## src/rtl/aabb_pairwise_collision_table_macros.svh

```systemverilog
// ----------------------------------------------------------------------------
// Assertion macros for the collision table
// Clocked on clk_i, disabled while rst_ni is low.
// ----------------------------------------------------------------------------
`ifndef AABB_PAIRWISE_COLLISION_TABLE_MACROS_SVH
`define AABB_PAIRWISE_COLLISION_TABLE_MACROS_SVH

// property must hold at every edge
`define AABB_ASSERT(label, prop, msg) \
  label: assert property (@(posedge clk_i) disable iff (!rst_ni) (prop)) else $error(msg);

// expression must never be true
`define AABB_ASSERT_NEVER(label, expr, msg) \
  `AABB_ASSERT(label, !(expr), msg)

`endif

```

## src/rtl/aabb_pkg.sv

```systemverilog
// ----------------------------------------------------------------------------
// aabb_pkg
// Types, codes and helpers shared by the collision table modules.
// ----------------------------------------------------------------------------
package aabb_pkg;

  localparam int unsigned SLOTS   = 8;
  localparam int unsigned SLOT_W  = (SLOTS > 1) ? $clog2(SLOTS) : 1;
  localparam int unsigned IDX_W   = 3;
  localparam int unsigned COORD_W = 16;
  localparam int unsigned SIZE_W  = 15;
  localparam int unsigned EDGE_W  = 18;
  localparam int unsigned KIND_W  = 2;
  localparam int unsigned PE_W    = 16;

  localparam logic [PE_W-1:0] PAIR_ENABLE_RST = 16'd3026;

  typedef enum logic [1:0] {
    OP_ADD   = 2'd0,
    OP_MARK  = 2'd1,
    OP_SWEEP = 2'd2,
    OP_CLEAR = 2'd3
  } op_e;

  typedef enum logic [1:0] {
    RES_ACK  = 2'd0,
    RES_FULL = 2'd1,
    RES_HIT  = 2'd2,
    RES_DONE = 2'd3
  } res_e;

  typedef struct packed {
    op_e                       operation;
    logic signed [COORD_W-1:0] box_x;
    logic signed [COORD_W-1:0] box_y;
    logic [SIZE_W-1:0]         box_w;
    logic [SIZE_W-1:0]         box_h;
    logic [KIND_W-1:0]         kind;
    logic                      notify;
    logic [IDX_W-1:0]          slot;
  } aabb_req_t;

  typedef struct packed {
    res_e             event_res;
    logic [IDX_W-1:0] self_slot;
    logic [IDX_W-1:0] other_slot;
    logic             last;
  } aabb_res_t;

  // one stored box; occ doubles as the valid bit when used as a probe
  typedef struct packed {
    logic                      occ;
    logic signed [COORD_W-1:0] x;
    logic signed [COORD_W-1:0] y;
    logic [SIZE_W-1:0]         w;
    logic [SIZE_W-1:0]         h;
    logic [KIND_W-1:0]         kind;
    logic                      notify;
  } entry_t;

  typedef struct packed {
    logic wr;
    logic mark;
    logic clear;
    logic prune;
    logic load;
    logic shift;
  } cell_ctl_t;

  typedef struct packed {
    logic [SLOTS-1:0]  add_sel;
    logic [SLOTS-1:0]  mark_sel;
    logic [SLOTS-1:0]  load_sel;
    logic              clear;
    logic              prune;
    logic              shift;
    logic [SLOT_W-1:0] probe_idx;
  } seq_ctl_t;

  typedef struct packed {
    logic fwd;
    logic rev;
  } cell_hit_t;

  // far edge of a box, exact
  function automatic logic signed [EDGE_W-1:0] far_edge(
    input logic signed [COORD_W-1:0] pos,
    input logic [SIZE_W-1:0]         len
  );
    logic signed [EDGE_W-1:0] p;
    logic signed [EDGE_W-1:0] l;
    p = EDGE_W'(pos);
    l = signed'({{(EDGE_W-SIZE_W){1'b0}}, len});
    return p + l;
  endfunction

endpackage

```

## src/rtl/aabb_cell.sv

```systemverilog
// ----------------------------------------------------------------------------
// aabb_cell
// One slot of the table: stored box plus a probe stage of the sweep chain.
// ----------------------------------------------------------------------------
module aabb_cell (
  input  logic               clk_i,
  input  logic               rst_ni,
  input  aabb_pkg::cell_ctl_t ctl_i,
  input  aabb_pkg::aabb_req_t req_i,
  input  logic [15:0]        pair_enable_i,
  input  aabb_pkg::entry_t   probe_load_i,
  input  aabb_pkg::entry_t   probe_i,
  output aabb_pkg::entry_t   probe_o,
  output aabb_pkg::entry_t   entry_o,
  output aabb_pkg::cell_hit_t hit_o
);
  import aabb_pkg::*;

  logic   occ_q;
  logic   pend_q;
  logic   probe_vld_q;
  entry_t box_q;
  entry_t probe_q;

  logic signed [EDGE_W-1:0] a_x, a_y, a_xe, a_ye;
  logic signed [EDGE_W-1:0] b_x, b_y, b_xe, b_ye;
  logic                     overlap;
  logic [3:0]               fwd_bit, rev_bit;

  always_ff @(posedge clk_i or negedge rst_ni) begin
    if (!rst_ni) begin
      occ_q       <= 1'b0;
      pend_q      <= 1'b0;
      probe_vld_q <= 1'b0;
    end else begin
      if (ctl_i.clear) begin
        occ_q  <= 1'b0;
        pend_q <= 1'b0;
      end else if (ctl_i.wr) begin
        occ_q  <= 1'b1;
        pend_q <= 1'b0;
      end else if (ctl_i.prune) begin
        if (pend_q) begin
          occ_q <= 1'b0;
        end
        pend_q <= 1'b0;
      end else if (ctl_i.mark && occ_q) begin
        pend_q <= 1'b1;
      end

      if (ctl_i.load) begin
        probe_vld_q <= probe_load_i.occ;
      end else if (ctl_i.shift) begin
        probe_vld_q <= probe_i.occ;
      end
    end
  end

  always_ff @(posedge clk_i) begin
    if (ctl_i.wr) begin
      box_q.occ    <= 1'b1;
      box_q.x      <= req_i.box_x;
      box_q.y      <= req_i.box_y;
      box_q.w      <= req_i.box_w;
      box_q.h      <= req_i.box_h;
      box_q.kind   <= req_i.kind;
      box_q.notify <= req_i.notify;
    end
    if (ctl_i.load) begin
      probe_q <= probe_load_i;
    end else if (ctl_i.shift) begin
      probe_q <= probe_i;
    end
  end

  // probe box is the lower slot (receiver of the forward event)
  always_comb begin
    a_x  = EDGE_W'(probe_q.x);
    a_y  = EDGE_W'(probe_q.y);
    a_xe = far_edge(probe_q.x, probe_q.w);
    a_ye = far_edge(probe_q.y, probe_q.h);
    b_x  = EDGE_W'(box_q.x);
    b_y  = EDGE_W'(box_q.y);
    b_xe = far_edge(box_q.x, box_q.w);
    b_ye = far_edge(box_q.y, box_q.h);
    overlap = (b_xe > a_x) && (b_x < a_xe) && (b_ye > a_y) && (b_y < a_ye)
              && probe_vld_q && occ_q;
    fwd_bit   = {probe_q.kind, box_q.kind};
    rev_bit   = {box_q.kind, probe_q.kind};
    hit_o.fwd = overlap && probe_q.notify && pair_enable_i[fwd_bit];
    hit_o.rev = overlap && box_q.notify && pair_enable_i[rev_bit];
  end

  always_comb begin
    probe_o     = probe_q;
    probe_o.occ = probe_vld_q;
    entry_o     = box_q;
    entry_o.occ = occ_q;
  end

endmodule

```

## src/rtl/aabb_seq.sv

```systemverilog
// ----------------------------------------------------------------------------
// aabb_seq
// Request decode, sweep sequencer and registered result port.
// ----------------------------------------------------------------------------
module aabb_seq (
  input  logic                          clk_i,
  input  logic                          rst_ni,
  input  logic                          start,
  output logic                          busy,
  input  aabb_pkg::aabb_req_t           req_i,
  input  logic [aabb_pkg::SLOTS-1:0]    occ_i,
  input  logic [aabb_pkg::SLOTS-1:0]    hit_fwd_i,
  input  logic [aabb_pkg::SLOTS-1:0]    hit_rev_i,
  output aabb_pkg::seq_ctl_t            ctl_o,
  output logic                          res_strobe_o,
  output aabb_pkg::aabb_res_t           res_o
);
  import aabb_pkg::*;

  localparam logic [1:0] ST_IDLE = 2'd0;
  localparam logic [1:0] ST_LOAD = 2'd1;
  localparam logic [1:0] ST_WALK = 2'd2;
  localparam logic [1:0] ST_DONE = 2'd3;

  localparam logic [SLOT_W-1:0] LAST_K = SLOT_W'(SLOTS - 1);
  localparam logic [SLOT_W-1:0] LAST_I = SLOT_W'(SLOTS - 2);

  logic [1:0]        state_q, state_d;
  logic [SLOT_W-1:0] i_q, i_d, k_q, k_d;
  logic              ph_q, ph_d;
  logic              strobe_q, strobe_d;
  aabb_res_t         res_q, res_d;

  logic              accept;
  logic              add_found;
  logic [SLOT_W-1:0] add_idx;
  logic [SLOT_W-1:0] k_first;
  logic              load_now;
  logic              fa, fb;
  logic              advance;

  assign accept = start && !busy;
  assign busy   = (state_q != ST_IDLE);

  // lowest free slot
  always_comb begin
    add_found = 1'b0;
    add_idx   = '0;
    for (int j = SLOTS - 1; j >= 0; j--) begin
      if (!occ_i[j]) begin
        add_found = 1'b1;
        add_idx   = SLOT_W'(j);
      end
    end
  end

  assign k_first  = i_q + SLOT_W'(1);
  assign load_now = (state_q == ST_LOAD) && occ_i[i_q];
  assign fa       = hit_fwd_i[k_q];
  assign fb       = hit_rev_i[k_q];

  always_comb begin
    for (int j = 0; j < SLOTS; j++) begin
      ctl_o.add_sel[j]  = accept && (req_i.operation == OP_ADD) && add_found
                          && (add_idx == SLOT_W'(j));
      ctl_o.mark_sel[j] = accept && (req_i.operation == OP_MARK)
                          && (req_i.slot == IDX_W'(j));
      ctl_o.load_sel[j] = load_now && (k_first == SLOT_W'(j));
    end
    ctl_o.clear     = accept && (req_i.operation == OP_CLEAR);
    ctl_o.prune     = accept && (req_i.operation == OP_SWEEP);
    ctl_o.shift     = advance;
    ctl_o.probe_idx = i_q;
  end

  always_comb begin
    state_d  = state_q;
    i_d      = i_q;
    k_d      = k_q;
    ph_d     = ph_q;
    strobe_d = 1'b0;
    res_d    = res_q;
    advance  = 1'b0;

    unique case (state_q)
      ST_IDLE: begin
        if (accept) begin
          strobe_d         = 1'b1;
          res_d.event_res  = RES_ACK;
          res_d.self_slot  = '0;
          res_d.other_slot = '0;
          res_d.last       = 1'b1;
          unique case (req_i.operation)
            OP_ADD: begin
              if (add_found) begin
                res_d.self_slot = IDX_W'(add_idx);
              end else begin
                res_d.event_res = RES_FULL;
              end
            end
            OP_MARK: begin
              res_d.self_slot = req_i.slot;
            end
            OP_CLEAR: begin
              res_d.self_slot = '0;
            end
            OP_SWEEP: begin
              strobe_d = 1'b0;
              i_d      = '0;
              ph_d     = 1'b0;
              state_d  = ST_LOAD;
            end
          endcase
        end
      end
      ST_LOAD: begin
        if (occ_i[i_q]) begin
          k_d     = k_first;
          ph_d    = 1'b0;
          state_d = ST_WALK;
        end else if (i_q == LAST_I) begin
          state_d = ST_DONE;
        end else begin
          i_d = i_q + SLOT_W'(1);
        end
      end
      ST_WALK: begin
        res_d.event_res = RES_HIT;
        res_d.last      = 1'b0;
        if (ph_q) begin
          strobe_d         = 1'b1;
          res_d.self_slot  = IDX_W'(k_q);
          res_d.other_slot = IDX_W'(i_q);
          ph_d             = 1'b0;
          advance          = 1'b1;
        end else if (fa) begin
          strobe_d         = 1'b1;
          res_d.self_slot  = IDX_W'(i_q);
          res_d.other_slot = IDX_W'(k_q);
          if (fb) begin
            ph_d = 1'b1;
          end else begin
            advance = 1'b1;
          end
        end else if (fb) begin
          strobe_d         = 1'b1;
          res_d.self_slot  = IDX_W'(k_q);
          res_d.other_slot = IDX_W'(i_q);
          advance          = 1'b1;
        end else begin
          advance = 1'b1;
        end

        if (advance) begin
          if (k_q != LAST_K) begin
            k_d = k_q + SLOT_W'(1);
          end else if (i_q == LAST_I) begin
            state_d = ST_DONE;
          end else begin
            i_d     = i_q + SLOT_W'(1);
            state_d = ST_LOAD;
          end
        end
      end
      ST_DONE: begin
        strobe_d         = 1'b1;
        res_d.event_res  = RES_DONE;
        res_d.self_slot  = '0;
        res_d.other_slot = '0;
        res_d.last       = 1'b1;
        state_d          = ST_IDLE;
      end
      default: begin
        state_d = ST_IDLE;
      end
    endcase
  end

  always_ff @(posedge clk_i or negedge rst_ni) begin
    if (!rst_ni) begin
      state_q  <= ST_IDLE;
      i_q      <= '0;
      k_q      <= '0;
      ph_q     <= 1'b0;
      strobe_q <= 1'b0;
    end else begin
      state_q  <= state_d;
      i_q      <= i_d;
      k_q      <= k_d;
      ph_q     <= ph_d;
      strobe_q <= strobe_d;
    end
  end

  always_ff @(posedge clk_i) begin
    res_q <= res_d;
  end

  assign res_strobe_o = strobe_q;
  assign res_o        = res_q;

endmodule

```

## src/rtl/aabb_pairwise_collision_table.sv

```systemverilog
// ----------------------------------------------------------------------------
// aabb_pairwise_collision_table
// Table of eight axis-aligned boxes with a pairwise overlap sweep.
// ----------------------------------------------------------------------------
// Add, mark and clear requests give their single result in the cycle after
// they are taken, and a new request may follow straight away. A sweep holds
// busy high while a probe copy of each occupied box in slots 0 to 6 walks
// along the row of slot cells, one cell per cycle, testing one pair per
// cycle, except that a pair raising events in both directions holds the
// probe for its second event. The sweep visits each lower slot 0 to 6 in
// turn, occupied or not, walking the probe of an occupied one past every
// higher slot; then it gives the done result, which shows in the cycle where
// busy drops. Results come with res_strobe_o for one cycle and cannot be
// held off by the receiver.
`include "aabb_pairwise_collision_table_macros.svh"

module aabb_pairwise_collision_table (
  input  logic                clk_i,
  input  logic                rst_ni,
  input  logic                start,
  output logic                busy,
  input  aabb_pkg::aabb_req_t req_i,
  output logic                res_strobe_o,
  output aabb_pkg::aabb_res_t res_o,
  input  logic                cfg_we_i,
  input  logic [15:0]         cfg_wdata_i
);
  import aabb_pkg::*;

  logic [PE_W-1:0]  pair_enable_q;
  seq_ctl_t         seq_ctl;
  entry_t           entry   [SLOTS];
  entry_t           probe   [SLOTS];
  cell_hit_t        hit     [SLOTS];
  entry_t           probe_load;
  logic [SLOTS-1:0] occ, hit_fwd, hit_rev, probe_vld;
  logic             single_req;
  logic             done_out;
  logic             hit_out;

  always_ff @(posedge clk_i or negedge rst_ni) begin
    if (!rst_ni) begin
      pair_enable_q <= PAIR_ENABLE_RST;
    end else if (cfg_we_i) begin
      pair_enable_q <= cfg_wdata_i;
    end
  end

  assign probe_load = entry[seq_ctl.probe_idx];

  for (genvar j = 0; j < SLOTS; j++) begin : g_cell
    cell_ctl_t ctl;
    entry_t    probe_in;

    always_comb begin
      ctl.wr    = seq_ctl.add_sel[j];
      ctl.mark  = seq_ctl.mark_sel[j];
      ctl.clear = seq_ctl.clear;
      ctl.prune = seq_ctl.prune;
      ctl.load  = seq_ctl.load_sel[j];
      ctl.shift = seq_ctl.shift;
    end

    if (j == 0) begin : g_head
      assign probe_in = '0;
    end else begin : g_link
      assign probe_in = probe[j-1];
    end

    aabb_cell u_cell (
      .clk_i        (clk_i),
      .rst_ni       (rst_ni),
      .ctl_i        (ctl),
      .req_i        (req_i),
      .pair_enable_i(pair_enable_q),
      .probe_load_i (probe_load),
      .probe_i      (probe_in),
      .probe_o      (probe[j]),
      .entry_o      (entry[j]),
      .hit_o        (hit[j])
    );

    assign occ[j]       = entry[j].occ;
    assign hit_fwd[j]   = hit[j].fwd;
    assign hit_rev[j]   = hit[j].rev;
    assign probe_vld[j] = probe[j].occ;
  end

  aabb_seq u_seq (
    .clk_i       (clk_i),
    .rst_ni      (rst_ni),
    .start       (start),
    .busy        (busy),
    .req_i       (req_i),
    .occ_i       (occ),
    .hit_fwd_i   (hit_fwd),
    .hit_rev_i   (hit_rev),
    .ctl_o       (seq_ctl),
    .res_strobe_o(res_strobe_o),
    .res_o       (res_o)
  );

  assign single_req = start && !busy && (req_i.operation != OP_SWEEP);
  assign done_out   = res_strobe_o && (res_o.event_res == RES_DONE);
  assign hit_out    = res_strobe_o && (res_o.event_res == RES_HIT);

  // only one probe copy may be in the row at a time
  `AABB_ASSERT(a_single_probe, $onehot0(probe_vld), "more than one probe in the cell row")
  `AABB_ASSERT(a_quick_ack, single_req |=> (res_strobe_o && res_o.last), "request without result")
  `AABB_ASSERT(a_sweep_ends_done, $fell(busy) |-> done_out, "sweep ended without done result")
  `AABB_ASSERT_NEVER(a_no_self_hit, hit_out && (res_o.self_slot == res_o.other_slot), "self hit")

endmodule

```

## config.mk

```make
export PLATFORM = sky130hd
export DESIGN_NAME = aabb_pairwise_collision_table
export DESIGN_NICKNAME = d
export VERILOG_FILES = /design/src/rtl/aabb_pkg.sv /design/src/rtl/aabb_cell.sv /design/src/rtl/aabb_seq.sv /design/src/rtl/aabb_pairwise_collision_table.sv
export VERILOG_INCLUDE_DIRS = /design/src /design/src/rtl
export SDC_FILE = /design/constraint.sdc
export NUM_CORES = 2
export LEC_CHECK = 0
export BUFFER_PORTS_ARGS = -buffer_cell sky130_fd_sc_hd__buf_2
export CAP_MARGIN = 20
export CORE_MARGIN = 2
export CORE_UTILIZATION = 60
export CTS_BUF_LIST = sky130_fd_sc_hd__clkbuf_8
export DETAILED_ROUTE_END_ITERATION = 12
export HOLD_SLACK_MARGIN = 0.1
export PLACE_DENSITY = 0.78
export SYNTH_ARGS = -nofsm -noshare
export SYNTH_HDL_FRONTEND = slang
export SYNTH_HIERARCHICAL = 1
export SYNTH_SLANG_ARGS = --single-unit
```

## constraint.sdc

```tcl
create_clock -name clk_i -period 7.4 [get_ports clk_i]
set_input_delay 0 -clock clk_i [delete_from_list [all_inputs] [get_ports clk_i]]
set_output_delay 0 -clock clk_i [all_outputs]
set_load 0.01 [all_outputs]
```

==> results.ini <==
[setup_path]
cp.required_ps=8070
r2r-start=g_cell[1].u_cell/entry_o[50]
r2r_cells=26
start_kind=flip-flop
cp.arrival_ps=7990
path_class=flip-flop to flip-flop
reg2reg_slack_ps=80
worstPathMaxFanout=6
r2r_end=u_seq/res_o[6]
cp-end-kind=flip-flop

[clock_tree]
cts_sinks=1099
clk_pin_slew_ps=70
cts_max_level=4
clockBufferDepth=3
insertion_delay_ps=960
cts_tree=built
cts_root_buf=clkbuf_8
numCtsBuffers=189

[timing]
finClkSkew_ps=71.9
slew_headroom_pct=15.6
hold_violations=0
rsz0062_at_grt=no
period_share_pct=98.9
finalSetupViolations=0
maxSlewViolCount=0
min_period_ps=7320
tns_ps=0
max_freq_ghz=0.137
tightest_slew_ps=1260

[finish]
fillers=9879
area_delta_synth_final_pct=11.8
layout-drive-gt1-share_pct=19.1
final_nets=8553
fin_util_pct=67.6

[logic_synthesis]
synth_warnings=6
synthCells=6864
syn_area_per_cell_um2=11.7
synth.cell_area_um2=80500

[placement]
portBuffers=100
hpwlAfterDp_mm=236
gp_congestion=1.04

[route]
firstDrtPassIters=6
vias=64100
viasPerCell=6.86
routed_wl_mm=304
drt-initial-drc-count=10200
ant_nets=0
wl_per_cell_um=32.5
drc=0

[floorplanning]
fp-row-count=134
coreArea_um2=133000
initial_core_util_pct=60.4
die_x_um=370
die_h_um=370
dieArea_um2=137000
ios=101

[worst_hold_path]
hp-start=req_i[0]
hold_depth=6
hold_end=g_cell[3].u_cell/pend_q
hold_class=input pin to flip-flop

[global_route]
grt_pass1_vias=59700
grt_max_degree=105
grt_antenna_before_repair=21
grt_pass1_wl_mm=426
grtUsageTotal_pct=43.7
grt.overflow.total=0

[power]
irDropWorstVdd_v=0.000308
p_per_area_nw_per_um2=342
p_leak_nw=35.8

[outcome]
run_status=finished clean

[flow_run]
cap_violations=0

## metrics by stage
stage / power [W] / cells / hold WS [ps] / setup WS [ps] / area (um^2)
after global placement: 0.0239 / 8781 / 148 / -592 / 84200
after CTS: 0.0300 / 9334 / 101 / 73.6 / 90000
after floorplan: 0.0185 / 6929 / -296 / 687 / 80800
after detailed placement: 0.0242 / 8786 / 150 / -66.4 / 84200
after global routing: 0.0321 / 9335 / 197 / 4.56 / 90000
final: 0.0308 / 9342 / 167 / 78.1 / 90100
## how the worst max path moves through the flow
stage               slack (ps)                         start  cells past startpoint                            to
floorplan                  690              u_seq/state_q[0]                      5   g_cell[3].u_cell/entry_o[0]
global placement          -590  g_cell[3].u_cell/entry_o[33]                     21  g_cell[0].u_cell/probe_o[18]
detailed placement         -70  g_cell[4].u_cell/entry_o[34]                     21  g_cell[0].u_cell/probe_o[18]
CTS                         70  g_cell[1].u_cell/entry_o[49]                     26  g_cell[5].u_cell/probe_o[11]
global route                 5  g_cell[3].u_cell/entry_o[34]                     23                u_seq/res_o[6]
finish                      80  g_cell[1].u_cell/entry_o[50]                     26                u_seq/res_o[6]
## area by class of cell
type	instances	area, um^2	area share (%)
flip-flops and latches	1099	32800	36.4
diodes	8	20.0	0.0222
well taps	1768	2210	2.46
clock buffers	198	2730	3.03
multi-input cells	5191	45700	50.7
repair buffers	440	3790	4.21
clock inverters	149	1050	1.17
inverters	489	1840	2.04
## repair_timing
action / 4_1_cts / 5_1_grt
pin swaps: 0 / 0
buffers inserted: 0 / 0
hold buffers: 201 / 0
gates resized for setup: 1 / 9
endpoints found under the setup margin: 409 / 526
endpoints found under the hold margin: 729 / 0
cloned: 0 / 0
## report_power, final
part | internal, W | total [W] | switching, W
Combinational | 0.00608 | 0.0157 | 0.00965
Sequential | 0.00822 | 0.00936 | 0.00114
Clock | 0.00296 | 0.00574 | 0.00278
## layout by cell type (no fill, tap or decap), types with 108 or more instances in the layout
cell type      instances
a21o_1               161
a21oi_1              487
buf_4                119
clkbuf_8             198
dlygate4sd3_1        201
edfxtp_1            1049
ha_1                1021
inv_1                534
mux2_2               609
mux4_2               214
nand2_1              263
nand2b_1             121
nand3_1              128
nor2_1               321
nor3_1               121
o21ai_0              229
xnor2_1              273
xor2_1               108
## worst max-delay path, stage by stage (launching register included)
cell           delay [ps]
edfxtp_1              470
ha_1                  310
a21o_1                170
a21oi_1               250
nor2b_1               160
nor4_2                400
buf_4                 200
o31ai_1               170
o41ai_1               350
xnor2_1               110
ha_1                  290
nand4_1               100
nor2_1                320
nand4_1               340
a21oi_2               400
a221oi_1              130
buf_4                 210
or4_4                 520
nor3_1                190
mux2i_1               120
o22ai_1               220
buf_4                 150
or2_2                 200
nand2_1               220
o221ai_1              260
o21ai_0               150
dlygate4sd3_1         610
## registers in the layout, indices dropped and copies added (netlist names), 2 cells and up
signal                     count
g_cell.u_cell/probe_o        520
u_seq/state_q                  2
u_seq/res_o                    9
g_cell.u_cell/probe_vld_q      8
g_cell.u_cell/occ_q            8
g_cell.u_cell/pend_q           8
pair_enable_q                 16
g_cell.u_cell/entry_o        520
u_seq/i_q                      3
u_seq/k_q                      3
## routing by layer
layer | routed length [um] | track usage, % | share of wire (%)
met3 | 46800 | 15.4 | 15
met4 | 13000 | 15.5 | 4.3
met5 | 109 | 0 | 0.036
met2 | 120000 | 59.3 | 40
met1 | 124000 | 64.2 | 41
(Power assumes the default switching activity.)
